File: src/hdl/mpwm_pkg.sv
package mpwm_pkg;

  // Fixed-point formats: position and gain Q0.16, samples Q1.23, weights Q1.15.
  localparam int POS_W    = 17;
  localparam int SAMPLE_W = 24;
  localparam int MIXED_W  = 32;
  localparam int ACC_W    = 40;
  localparam int IDX_W    = 7;
  localparam int CFG_IDX_W = 2;

  // Default for the MAX_INPUTS parameter (1 to 127, bounded by IDX_W).
  localparam int MAX_INPUTS_DEF = 64;

  localparam logic [POS_W-1:0] ONE_Q16  = 17'd65536;
  localparam logic [POS_W-1:0] HALF_Q16 = 17'd32768;

  // Coefficients of the odd sine polynomial, angle in Q0.16 units of pi/2.
  localparam logic [16:0] SIN_A = 17'd102944;
  localparam logic [15:0] SIN_B = 16'd42048;
  localparam logic [15:0] SIN_C = 16'd4640;

  // Configuration register indexes.
  localparam logic [CFG_IDX_W-1:0] CFG_TARGET = 2'd0;
  localparam logic [CFG_IDX_W-1:0] CFG_GAIN   = 2'd1;

  // Per-block state record held in the state memory.
  typedef struct packed {
    logic [POS_W-1:0]        pos;
    logic [IDX_W-1:0]        idx;
    logic signed [ACC_W-1:0] acc;
    logic [POS_W-1:0]        phase;
  } rec_t;

  localparam rec_t RESET_REC = '{pos: HALF_Q16, idx: '0, acc: '0, phase: '0};

  // Sequencer states.
  typedef enum logic [3:0] {
    ST_IDLE,
    ST_LOAD,
    ST_SM1,
    ST_SM2,
    ST_PHASE,
    ST_W1,
    ST_W2,
    ST_W3,
    ST_W4,
    ST_TERM,
    ST_WB
  } state_t;

endpackage

File: src/hdl/mpwm_state_ram.sv
module mpwm_state_ram (
  input  logic          clk,
  input  logic          rst_n,
  input  logic          rd_en,
  input  logic          wr_en,
  input  mpwm_pkg::rec_t wr_data,
  output mpwm_pkg::rec_t rd_data
);

  mpwm_pkg::rec_t state_mem_r [1];
  logic           valid_r;
  mpwm_pkg::rec_t rd_data_r;

  // Write port; the entry becomes valid on its first write.
  always_ff @(posedge clk) begin
    if (wr_en) begin
      state_mem_r[0] <= wr_data;
    end
  end

  always_ff @(posedge clk) begin
    if (!rst_n) begin
      valid_r <= 1'b0;
    end else if (wr_en) begin
      valid_r <= 1'b1;
    end
  end

  // Registered read; an entry never written reads as the reset record.
  always_ff @(posedge clk) begin
    if (rd_en) begin
      rd_data_r <= valid_r ? state_mem_r[0] : mpwm_pkg::RESET_REC;
    end
  end

  assign rd_data = rd_data_r;

endmodule

File: src/hdl/modal_position_weighted_mixer.sv
// Modal position weighted mixer.
// Input stream: one beat per input-channel sample, in_tdata[23:0] holds the
// signed Q1.23 sample and in_tlast marks the last channel of a frame. At the
// first beat of a frame the smoothed position steps toward target_position
// with gain smoothing_gain; sample k is weighted by sin(pi*(k+1)*position).
// Output stream: one beat per frame, on the tlast sample, carrying the
// weighted sum saturated to signed 32 bits in out_tdata.
// Configuration: cfg_wr_en with cfg_index 0 (target position) or 1
// (smoothing gain), Q0.16, values above 1.0 are stored as 1.0. Write only
// while the block is idle.
// Sequence: each accepted sample reads the state memory (LOAD), runs
// SM1 and SM2 at the first sample of a frame, then PHASE, W1 to W4 and TERM,
// and ends with a write-back (WB); samples past MAX_INPUTS go from LOAD to WB.
// One shared multiplier walks the sine polynomial and the sample product in
// turn. A new sample is taken only once the block is back in idle. The frame
// result is registered in the write-back step of its last sample.
// Reset: synchronous, active low; position returns to 0.5, gain to 1.0, and
// the frame state is cleared. If the receiver stalls, the result is held and
// the block keeps taking samples until it must deliver the next result.
module modal_position_weighted_mixer #(
  parameter int MAX_INPUTS = mpwm_pkg::MAX_INPUTS_DEF
) (
  input  logic                           clk,
  input  logic                           rst_n,
  // in_tdata: sample[23:0]
  input  logic [23:0]                    in_tdata,
  input  logic                           in_tlast,
  input  logic                           in_tvalid,
  output logic                           in_tready,
  // out_tdata: mixed[31:0]
  output logic [31:0]                    out_tdata,
  output logic                           out_tvalid,
  input  logic                           out_tready,
  input  logic                           cfg_wr_en,
  input  logic [mpwm_pkg::CFG_IDX_W-1:0] cfg_index,
  input  logic [mpwm_pkg::POS_W-1:0]     cfg_data
);

  localparam logic [mpwm_pkg::IDX_W-1:0] MAX_IDX = mpwm_pkg::IDX_W'(MAX_INPUTS);

  mpwm_pkg::state_t state_r, state_nxt;

  logic [mpwm_pkg::POS_W-1:0] tgt_pos_r, gain_r, cfg_clamped;

  // Working registers of the current sample.
  logic [mpwm_pkg::POS_W-1:0]        pos_r, phase_r;
  logic [mpwm_pkg::IDX_W-1:0]        idx_r;
  logic signed [mpwm_pkg::ACC_W-1:0] acc_r;
  logic signed [mpwm_pkg::SAMPLE_W-1:0] sample_r;
  logic                              last_r;
  logic [32:0]                       tmp_r;
  logic [16:0]                       z_r, z2_r;
  logic                              neg_r;
  logic [15:0]                       inner0_r, inner_r;
  logic signed [15:0]                w_r;

  logic [31:0] out_data_r;
  logic        out_valid_r;
  logic        out_busy;

  // State memory port.
  logic           ram_rd_en, ram_wr_en;
  mpwm_pkg::rec_t ram_wr_data, ram_rd_data;

  // Shared multiplier.
  logic signed [24:0] mul_a;
  logic signed [17:0] mul_b;
  logic signed [42:0] mul_p;

  // Combinational helpers.
  logic [33:0]         sm_sum;
  logic [16:0]         phase_sum;
  logic [15:0]         rem;
  logic [16:0]         rem_fold;
  logic [16:0]         sin_diff;
  logic [15:0]         y_half;
  logic [14:0]         y_clamp;
  logic signed [42:0]  term_full;
  logic signed [mpwm_pkg::ACC_W-1:0] term_ext;
  logic [31:0]         sat_val;

  mpwm_state_ram u_state_ram (
    .clk     (clk),
    .rst_n   (rst_n),
    .rd_en   (ram_rd_en),
    .wr_en   (ram_wr_en),
    .wr_data (ram_wr_data),
    .rd_data (ram_rd_data)
  );

  // Configuration registers with clamping to 1.0.
  assign cfg_clamped = (cfg_data > mpwm_pkg::ONE_Q16) ? mpwm_pkg::ONE_Q16 : cfg_data;

  always_ff @(posedge clk) begin
    if (!rst_n) begin
      tgt_pos_r <= mpwm_pkg::HALF_Q16;
      gain_r    <= mpwm_pkg::ONE_Q16;
    end else if (cfg_wr_en) begin
      case (cfg_index)
        mpwm_pkg::CFG_TARGET: tgt_pos_r <= cfg_clamped;
        mpwm_pkg::CFG_GAIN:   gain_r    <= cfg_clamped;
        default: ;
      endcase
    end
  end

  assign out_busy = out_valid_r && !out_tready;

  // Next-state logic.
  always_comb begin
    state_nxt = state_r;
    unique case (state_r)
      mpwm_pkg::ST_IDLE:  if (in_tvalid) state_nxt = mpwm_pkg::ST_LOAD;
      mpwm_pkg::ST_LOAD: begin
        if (ram_rd_data.idx == '0) begin
          state_nxt = mpwm_pkg::ST_SM1;
        end else if (ram_rd_data.idx < MAX_IDX) begin
          state_nxt = mpwm_pkg::ST_PHASE;
        end else begin
          state_nxt = mpwm_pkg::ST_WB;
        end
      end
      mpwm_pkg::ST_SM1:   state_nxt = mpwm_pkg::ST_SM2;
      mpwm_pkg::ST_SM2:   state_nxt = mpwm_pkg::ST_PHASE;
      mpwm_pkg::ST_PHASE: state_nxt = mpwm_pkg::ST_W1;
      mpwm_pkg::ST_W1:    state_nxt = mpwm_pkg::ST_W2;
      mpwm_pkg::ST_W2:    state_nxt = mpwm_pkg::ST_W3;
      mpwm_pkg::ST_W3:    state_nxt = mpwm_pkg::ST_W4;
      mpwm_pkg::ST_W4:    state_nxt = mpwm_pkg::ST_TERM;
      mpwm_pkg::ST_TERM:  state_nxt = mpwm_pkg::ST_WB;
      mpwm_pkg::ST_WB:    if (!(last_r && out_busy)) state_nxt = mpwm_pkg::ST_IDLE;
      default:            state_nxt = mpwm_pkg::ST_IDLE;
    endcase
  end

  always_ff @(posedge clk) begin
    if (!rst_n) begin
      state_r <= mpwm_pkg::ST_IDLE;
    end else begin
      state_r <= state_nxt;
    end
  end

  // Sequencer outputs: handshake, memory enables and multiplier operands.
  always_comb begin
    in_tready = 1'b0;
    ram_rd_en = 1'b0;
    ram_wr_en = 1'b0;
    mul_a     = '0;
    mul_b     = '0;
    sin_diff  = mpwm_pkg::SIN_A - {1'b0, inner_r};
    unique case (state_r)
      mpwm_pkg::ST_IDLE: begin
        in_tready = 1'b1;
        ram_rd_en = in_tvalid;
      end
      mpwm_pkg::ST_SM1: begin
        mul_a = {8'd0, gain_r};
        mul_b = {1'b0, tgt_pos_r};
      end
      mpwm_pkg::ST_SM2: begin
        mul_a = {8'd0, mpwm_pkg::ONE_Q16 - gain_r};
        mul_b = {1'b0, pos_r};
      end
      mpwm_pkg::ST_W1: begin
        mul_a = {8'd0, z_r};
        mul_b = {1'b0, z_r};
      end
      mpwm_pkg::ST_W2: begin
        mul_a = {8'd0, z2_r};
        mul_b = {2'b00, mpwm_pkg::SIN_C};
      end
      mpwm_pkg::ST_W3: begin
        mul_a = {8'd0, z2_r};
        mul_b = {2'b00, inner0_r};
      end
      mpwm_pkg::ST_W4: begin
        mul_a = {8'd0, z_r};
        mul_b = {1'b0, sin_diff};
      end
      mpwm_pkg::ST_TERM: begin
        mul_a = {sample_r[mpwm_pkg::SAMPLE_W-1], sample_r};
        mul_b = {{2{w_r[15]}}, w_r};
      end
      mpwm_pkg::ST_WB: begin
        ram_wr_en = !(last_r && out_busy);
      end
      default: ;
    endcase
  end

  assign mul_p = mul_a * mul_b;

  // Smoothing step: (a*t + (1-a)*s + 0.5) >> 16.
  assign sm_sum = {1'b0, tmp_r} + {1'b0, mul_p[32:0]} + 34'd32768;

  // Phase of the next harmonic, folded into a quarter period.
  assign phase_sum = phase_r + pos_r;
  assign rem       = phase_sum[15:0];
  assign rem_fold  = (rem > 16'd32768) ? (17'd65536 - {1'b0, rem}) : {1'b0, rem};

  // Sine result halved and clamped to Q1.15.
  assign y_half  = mul_p[32:17];
  assign y_clamp = (y_half > 16'd32767) ? 15'h7FFF : y_half[14:0];

  // Product rounded from Q.38 to Q.23, sign carried into the accumulator width.
  assign term_full = mul_p + 43'sd16384;
  assign term_ext  = mpwm_pkg::ACC_W'($signed(term_full[42:15]));

  // Saturate the sum to the signed 32-bit range.
  always_comb begin
    if (acc_r > 40'sd2147483647) begin
      sat_val = 32'h7FFF_FFFF;
    end else if (acc_r < -40'sd2147483648) begin
      sat_val = 32'h8000_0000;
    end else begin
      sat_val = acc_r[31:0];
    end
  end

  // Datapath registers.
  always_ff @(posedge clk) begin
    case (state_r)
      mpwm_pkg::ST_IDLE: begin
        sample_r <= in_tdata;
        last_r   <= in_tlast;
      end
      mpwm_pkg::ST_LOAD: begin
        pos_r   <= ram_rd_data.pos;
        idx_r   <= ram_rd_data.idx;
        acc_r   <= ram_rd_data.acc;
        phase_r <= ram_rd_data.phase;
      end
      mpwm_pkg::ST_SM1: tmp_r <= mul_p[32:0];
      mpwm_pkg::ST_SM2: begin
        pos_r   <= sm_sum[32:16];
        acc_r   <= '0;
        phase_r <= '0;
      end
      mpwm_pkg::ST_PHASE: begin
        phase_r <= phase_sum;
        neg_r   <= phase_sum[16];
        z_r     <= {rem_fold[15:0], 1'b0};
      end
      mpwm_pkg::ST_W1: z2_r     <= mul_p[32:16];
      mpwm_pkg::ST_W2: inner0_r <= mpwm_pkg::SIN_B - mul_p[31:16];
      mpwm_pkg::ST_W3: inner_r  <= mul_p[31:16];
      mpwm_pkg::ST_W4: w_r <= neg_r ? -$signed({1'b0, y_clamp}) : $signed({1'b0, y_clamp});
      mpwm_pkg::ST_TERM: begin
        acc_r <= acc_r + term_ext;
        idx_r <= idx_r + 1'b1;
      end
      default: ;
    endcase
  end

  // Write-back record: a flagged sample closes the frame.
  always_comb begin
    ram_wr_data.pos = pos_r;
    if (last_r) begin
      ram_wr_data.idx   = '0;
      ram_wr_data.acc   = '0;
      ram_wr_data.phase = '0;
    end else begin
      ram_wr_data.idx   = idx_r;
      ram_wr_data.acc   = acc_r;
      ram_wr_data.phase = phase_r;
    end
  end

  // Output register.
  always_ff @(posedge clk) begin
    if (!rst_n) begin
      out_valid_r <= 1'b0;
    end else if (state_r == mpwm_pkg::ST_WB && last_r && !out_busy) begin
      out_valid_r <= 1'b1;
    end else if (out_tready) begin
      out_valid_r <= 1'b0;
    end
  end

  always_ff @(posedge clk) begin
    if (state_r == mpwm_pkg::ST_WB && last_r && !out_busy) begin
      out_data_r <= sat_val;
    end
  end

  assign out_tvalid = out_valid_r;
  assign out_tdata  = out_data_r;

  // A new result only appears from the write-back step of a flagged sample.
  assert property (@(posedge clk) disable iff (!rst_n)
    $rose(out_tvalid) |-> $past(state_r == mpwm_pkg::ST_WB) && $past(last_r))
    else $error("result raised outside write-back of a last sample");

  // An accepted sample always starts a state memory read.
  assert property (@(posedge clk) disable iff (!rst_n)
    in_tvalid && in_tready |=> state_r == mpwm_pkg::ST_LOAD)
    else $error("accepted sample did not enter load");

  // The channel count never passes the configured limit.
  assert property (@(posedge clk) disable iff (!rst_n)
    state_r == mpwm_pkg::ST_WB |-> idx_r <= MAX_IDX)
    else $error("channel index beyond limit");

  // The smoothed position stays within 0 to 1.0.
  assert property (@(posedge clk) disable iff (!rst_n)
    state_r == mpwm_pkg::ST_PHASE |-> pos_r <= mpwm_pkg::ONE_Q16)
    else $error("smoothed position out of range");

  // A pending result is never overwritten while the receiver stalls.
  assert property (@(posedge clk) disable iff (!rst_n)
    out_tvalid && !out_tready |=> out_tvalid && $stable(out_tdata))
    else $error("stalled result lost");

endmodule

File: config.mk
export PLATFORM = sky130hd
export DESIGN_NAME = modal_position_weighted_mixer
export DESIGN_NICKNAME = d
export VERILOG_FILES = /design/src/hdl/mpwm_pkg.sv /design/src/hdl/mpwm_state_ram.sv /design/src/hdl/modal_position_weighted_mixer.sv
export SDC_FILE = /design/constraint.sdc
export NUM_CORES = 2
export LEC_CHECK = 0
export BUFFER_PORTS_ARGS = -buffer_cell sky130_fd_sc_hd__buf_4
export CORE_ASPECT_RATIO = 1.4
export CORE_MARGIN = 5
export CORE_UTILIZATION = 28
export DETAILED_ROUTE_END_ITERATION = 6
export SYNTH_ARGS = -nofsm -noshare
export SYNTH_HDL_FRONTEND = slang
export SYNTH_SLANG_ARGS = --single-unit
File: constraint.sdc
create_clock -name clk -period 11.93 [get_ports clk]
set_input_delay 1.193 -clock clk [delete_from_list [all_inputs] [get_ports clk]]
set_output_delay 1.193 -clock clk [all_outputs]
set_load 0.005 [all_outputs]
==> run metrics <==
Placement Rows 162; CP Max Fanout 14; Synth Warn # 0; Final Non-Filler Cells about 6000; CP top delay family adder cells; switching part of the total 0.3324; Pleak a little over 0.02 µW; Overall Power 5092 µW; Syn Area/Cell 10.18 µm²; status finished, violations left; Psw 1693 µW; antenna diode count 0; first-pass GRT wire length around 180000 µm; cell type with the largest total area after synthesis edfxtp_1; Final setup viols 0; drt drc 21; Hold Path Class flop to flop; Max-slew headroom 0.1431; Worst Path Buf+Inv 7; crit path kind flop to flop; largest net degree at the start of global routing 83; most frequent cells after synthesis inv_1 (545), nand2_1 (529), fa_1 (432); worst skew pair latency about 0.67 ns; Root Driver clkbuf_16; Mapped Cells slightly below 4000; wire length per cell 20.16 µm; Die Width 326.4 µm; Comb power frac 0.266; DPL Wire Length 94570 µm; ranking of synthesized cells by area edfxtp_1 (32%), fa_1 (22%), ha_1 (7.4%); clock-pin slew on the worst setup and hold paths 0.06 ns; crit path launch type flop; IO Pins 83; fin crit share 0.9627; CP endpoint kind flop; layout cells sized above 1 0.1329; Max Cap Viol 0; Initial Util 0.2817; vias per inst 4.897; Pwr Density around 110 nW/µm²; DR iter-0 viols between 2000 and 2500; CTS tree done; Setup Skew 0.06968 ns; area grow syn2layout 16.67%; die area 147800 µm²; core footprint 139300 µm²; Seq pwr share 0.406; via total after detailed routing 29000; Hold-fix buffers, CTS 0; Pre-antenna DRT Iters 7; min cycle time layout 11.49 ns; global-route usage over all layers 0.1587; grt total ovfl 0; Pins Over Slew Limit 0; number of global-route vias before repair 30470; peak supply drop 0.00009931 V; post-synth cell types 95; top cell type's share of synthesized area 0.3177; endpoints failing hold 0; asr flop ratio synth 0; Clock power frac 0.328; IO Port Bufs 82; Die Y-Extent 452.9 µm; crit path max-delay cell type fa_1; failing checks DRC; Slew @ Worst Pin ~1.3 ns; Post-synth EDFFs 415; Crit path largest cell delay between 0.6 and 0.7 ns; Routed Wire Length 119300 µm; worst path arrival time ~12 ns; fin nets 4787; number of CTS-inserted buffers 51; f_max 87.07 MHz; FF-to-FF setup slack 0.44 ns; Worst EP required ~12 ns; final antenna-violating net count 0; synthesized cell area 39230 µm²; GP Congestion 0.9546; initial antenna violation count 5; Placed Cells roughly 5800; Synth Flop Type edfxtp_1; CTS Sinks 455; most common cell in the synthesized netlist inv_1; sequential share of the synthesized area 0.3381; cell mode on critical path fa_1; H-Tree Depth 2; Longest Clk Path Bufs 3; number of synthesized register bits 455; cell internal pwr between 3000 and 4000 µW; Syn Nets between 4000 and 5000
==> cells by family (layout without fill, tap and decap cells) <==
logic type,Yosys count,count (layout),share of synthesized area
simple gates,1215,1215,0.1483
mux,9,9,0.002392
buf+inv,718,980,0.06946
fa+ha+maj,663,663,0.2941
flops,455,455,0.3381
compound gates,608,608,0.1049
xor+xnor,187,187,0.04277
==> registers in the layout (all words and copies together) (netlist names), 24 cells and up <==
signal                   flops
tmp_r                       33
out_tdata                   32
u_state_ram.state_mem_r     81
acc_r                       40
u_state_ram.rd_data         81
sample_r                    24
==> power groups by stage <==
stage	clock [µW]	combinational (µW)	sequential, µW
2_1_floorplan	0	863	2020
3_5_place_dp	0	1310	2100
3_3_place_gp	0	1300	2100
6_report	1670	1350	2070
5_1_grt	1780	1480	2070
4_1_cts	1720	1330	2070
==> final cells by class <==
cell class | count | area [µm²]
Fill cell | 14000 | 93480
Multi-Input combinational cell | 2682 | 23800
Sequential cell | 455 | 13260
Timing Repair Buffer | 332 | 2608
Tap cell | 1804 | 2257
Inverter | 553 | 2081
Clock buffer | 62 | 1339
Clock inverter | 33 | 425.4
==> cells in the final DEF, fill, tap and decap left out, types with 18 or more instances in the layout <==
master     Yosys  routed
inv_1        545     545
nand2_1      529     526
fa_1         432     431
edfxtp_1     415     415
buf_4          0     318
ha_1         231     224
nor2_1       173     168
and2_1       146     143
o21ai_0      128     121
xnor2_1      114     112
a21oi_1      118     103
nand3_1       99      96
nor2b_1       89      89
a21o_1        84      84
xor2_1        70      68
clkbuf_16      0      52
dfxtp_1       40      39
a21boi_0      36      34
nor3_1        34      29
a222oi_1      25      25
a31oi_1       26      24
nand4_1       23      23
o211ai_1      23      23
nand2b_1      23      22
a22oi_1       21      20
o21a_1        21      20
and3_1        20      18
==> path summary, 6_finish.rpt <==
check / endpoint / start / cells past startpoint
max reg2reg: acc_r[39]$_DFFE_PP_ / state_r[3]$_SDFFE_PN0P_ / 41
min reg2reg: pos_r[10]$_DFFE_PP_ / u_state_ram.rd_data[74]$_SDFFCE_PN0P_ / 2
min: pos_r[10]$_DFFE_PP_ / u_state_ram.rd_data[74]$_SDFFCE_PN0P_ / 2
max: acc_r[39]$_DFFE_PP_ / state_r[3]$_SDFFE_PN0P_ / 41
==> metal layers <==
metal	vias to the layer above	part of all wire	routed length (µm)	track usage
li1	13260	-	-	-
met1	14600	0.39	46750	0.1891
met2	852	0.51	60380	0.2860
met3	285	0.047	5614	0.01827
met4	4	0.055	6573	0.07510
met5	-	0.00017	20	0
==> metrics by stage <==
stage	util	TNS [ns]	area, µm²	worst slack, ns	hold slack (ns)
6_report	0.3287	0	45770	0.4448	0.4669
4_1_cts	0.3240	0	45120	0.0004352	0.4611
5_1_grt	0.3287	-0.01406	45770	-0.01406	0.4894
2_1_floorplan	-	0	39240	0.1433	0.4399
3_3_place_gp	0.3109	-0.1710	43290	-0.1546	0.4698
3_5_place_dp	0.3109	-0.3148	43290	-0.2041	0.4708
==> worst reg2reg max path: cells and delay by family (launching register included) <==
kind / cells / cell delay [ns]
xor gates and xnor gates: 3 / 0.67
buffers and inverters: 7 / 1.13
adders and majority gates: 8 / 3.34
and+or+nand+nor: 12 / 2.75
DFF: 1 / 0.37
AOI/OAI and AO/OA: 11 / 2.93
==> what timing repair did <==
item | CTS | global route
setup endpoints to repair | 5 | 21
pin swaps | 4 | 25
gates cloned | 0 | 2
buffers inserted | 1 | 24
gates resized for setup | 17 | 89
Note: power is estimated with default switching activity, not from simulation.
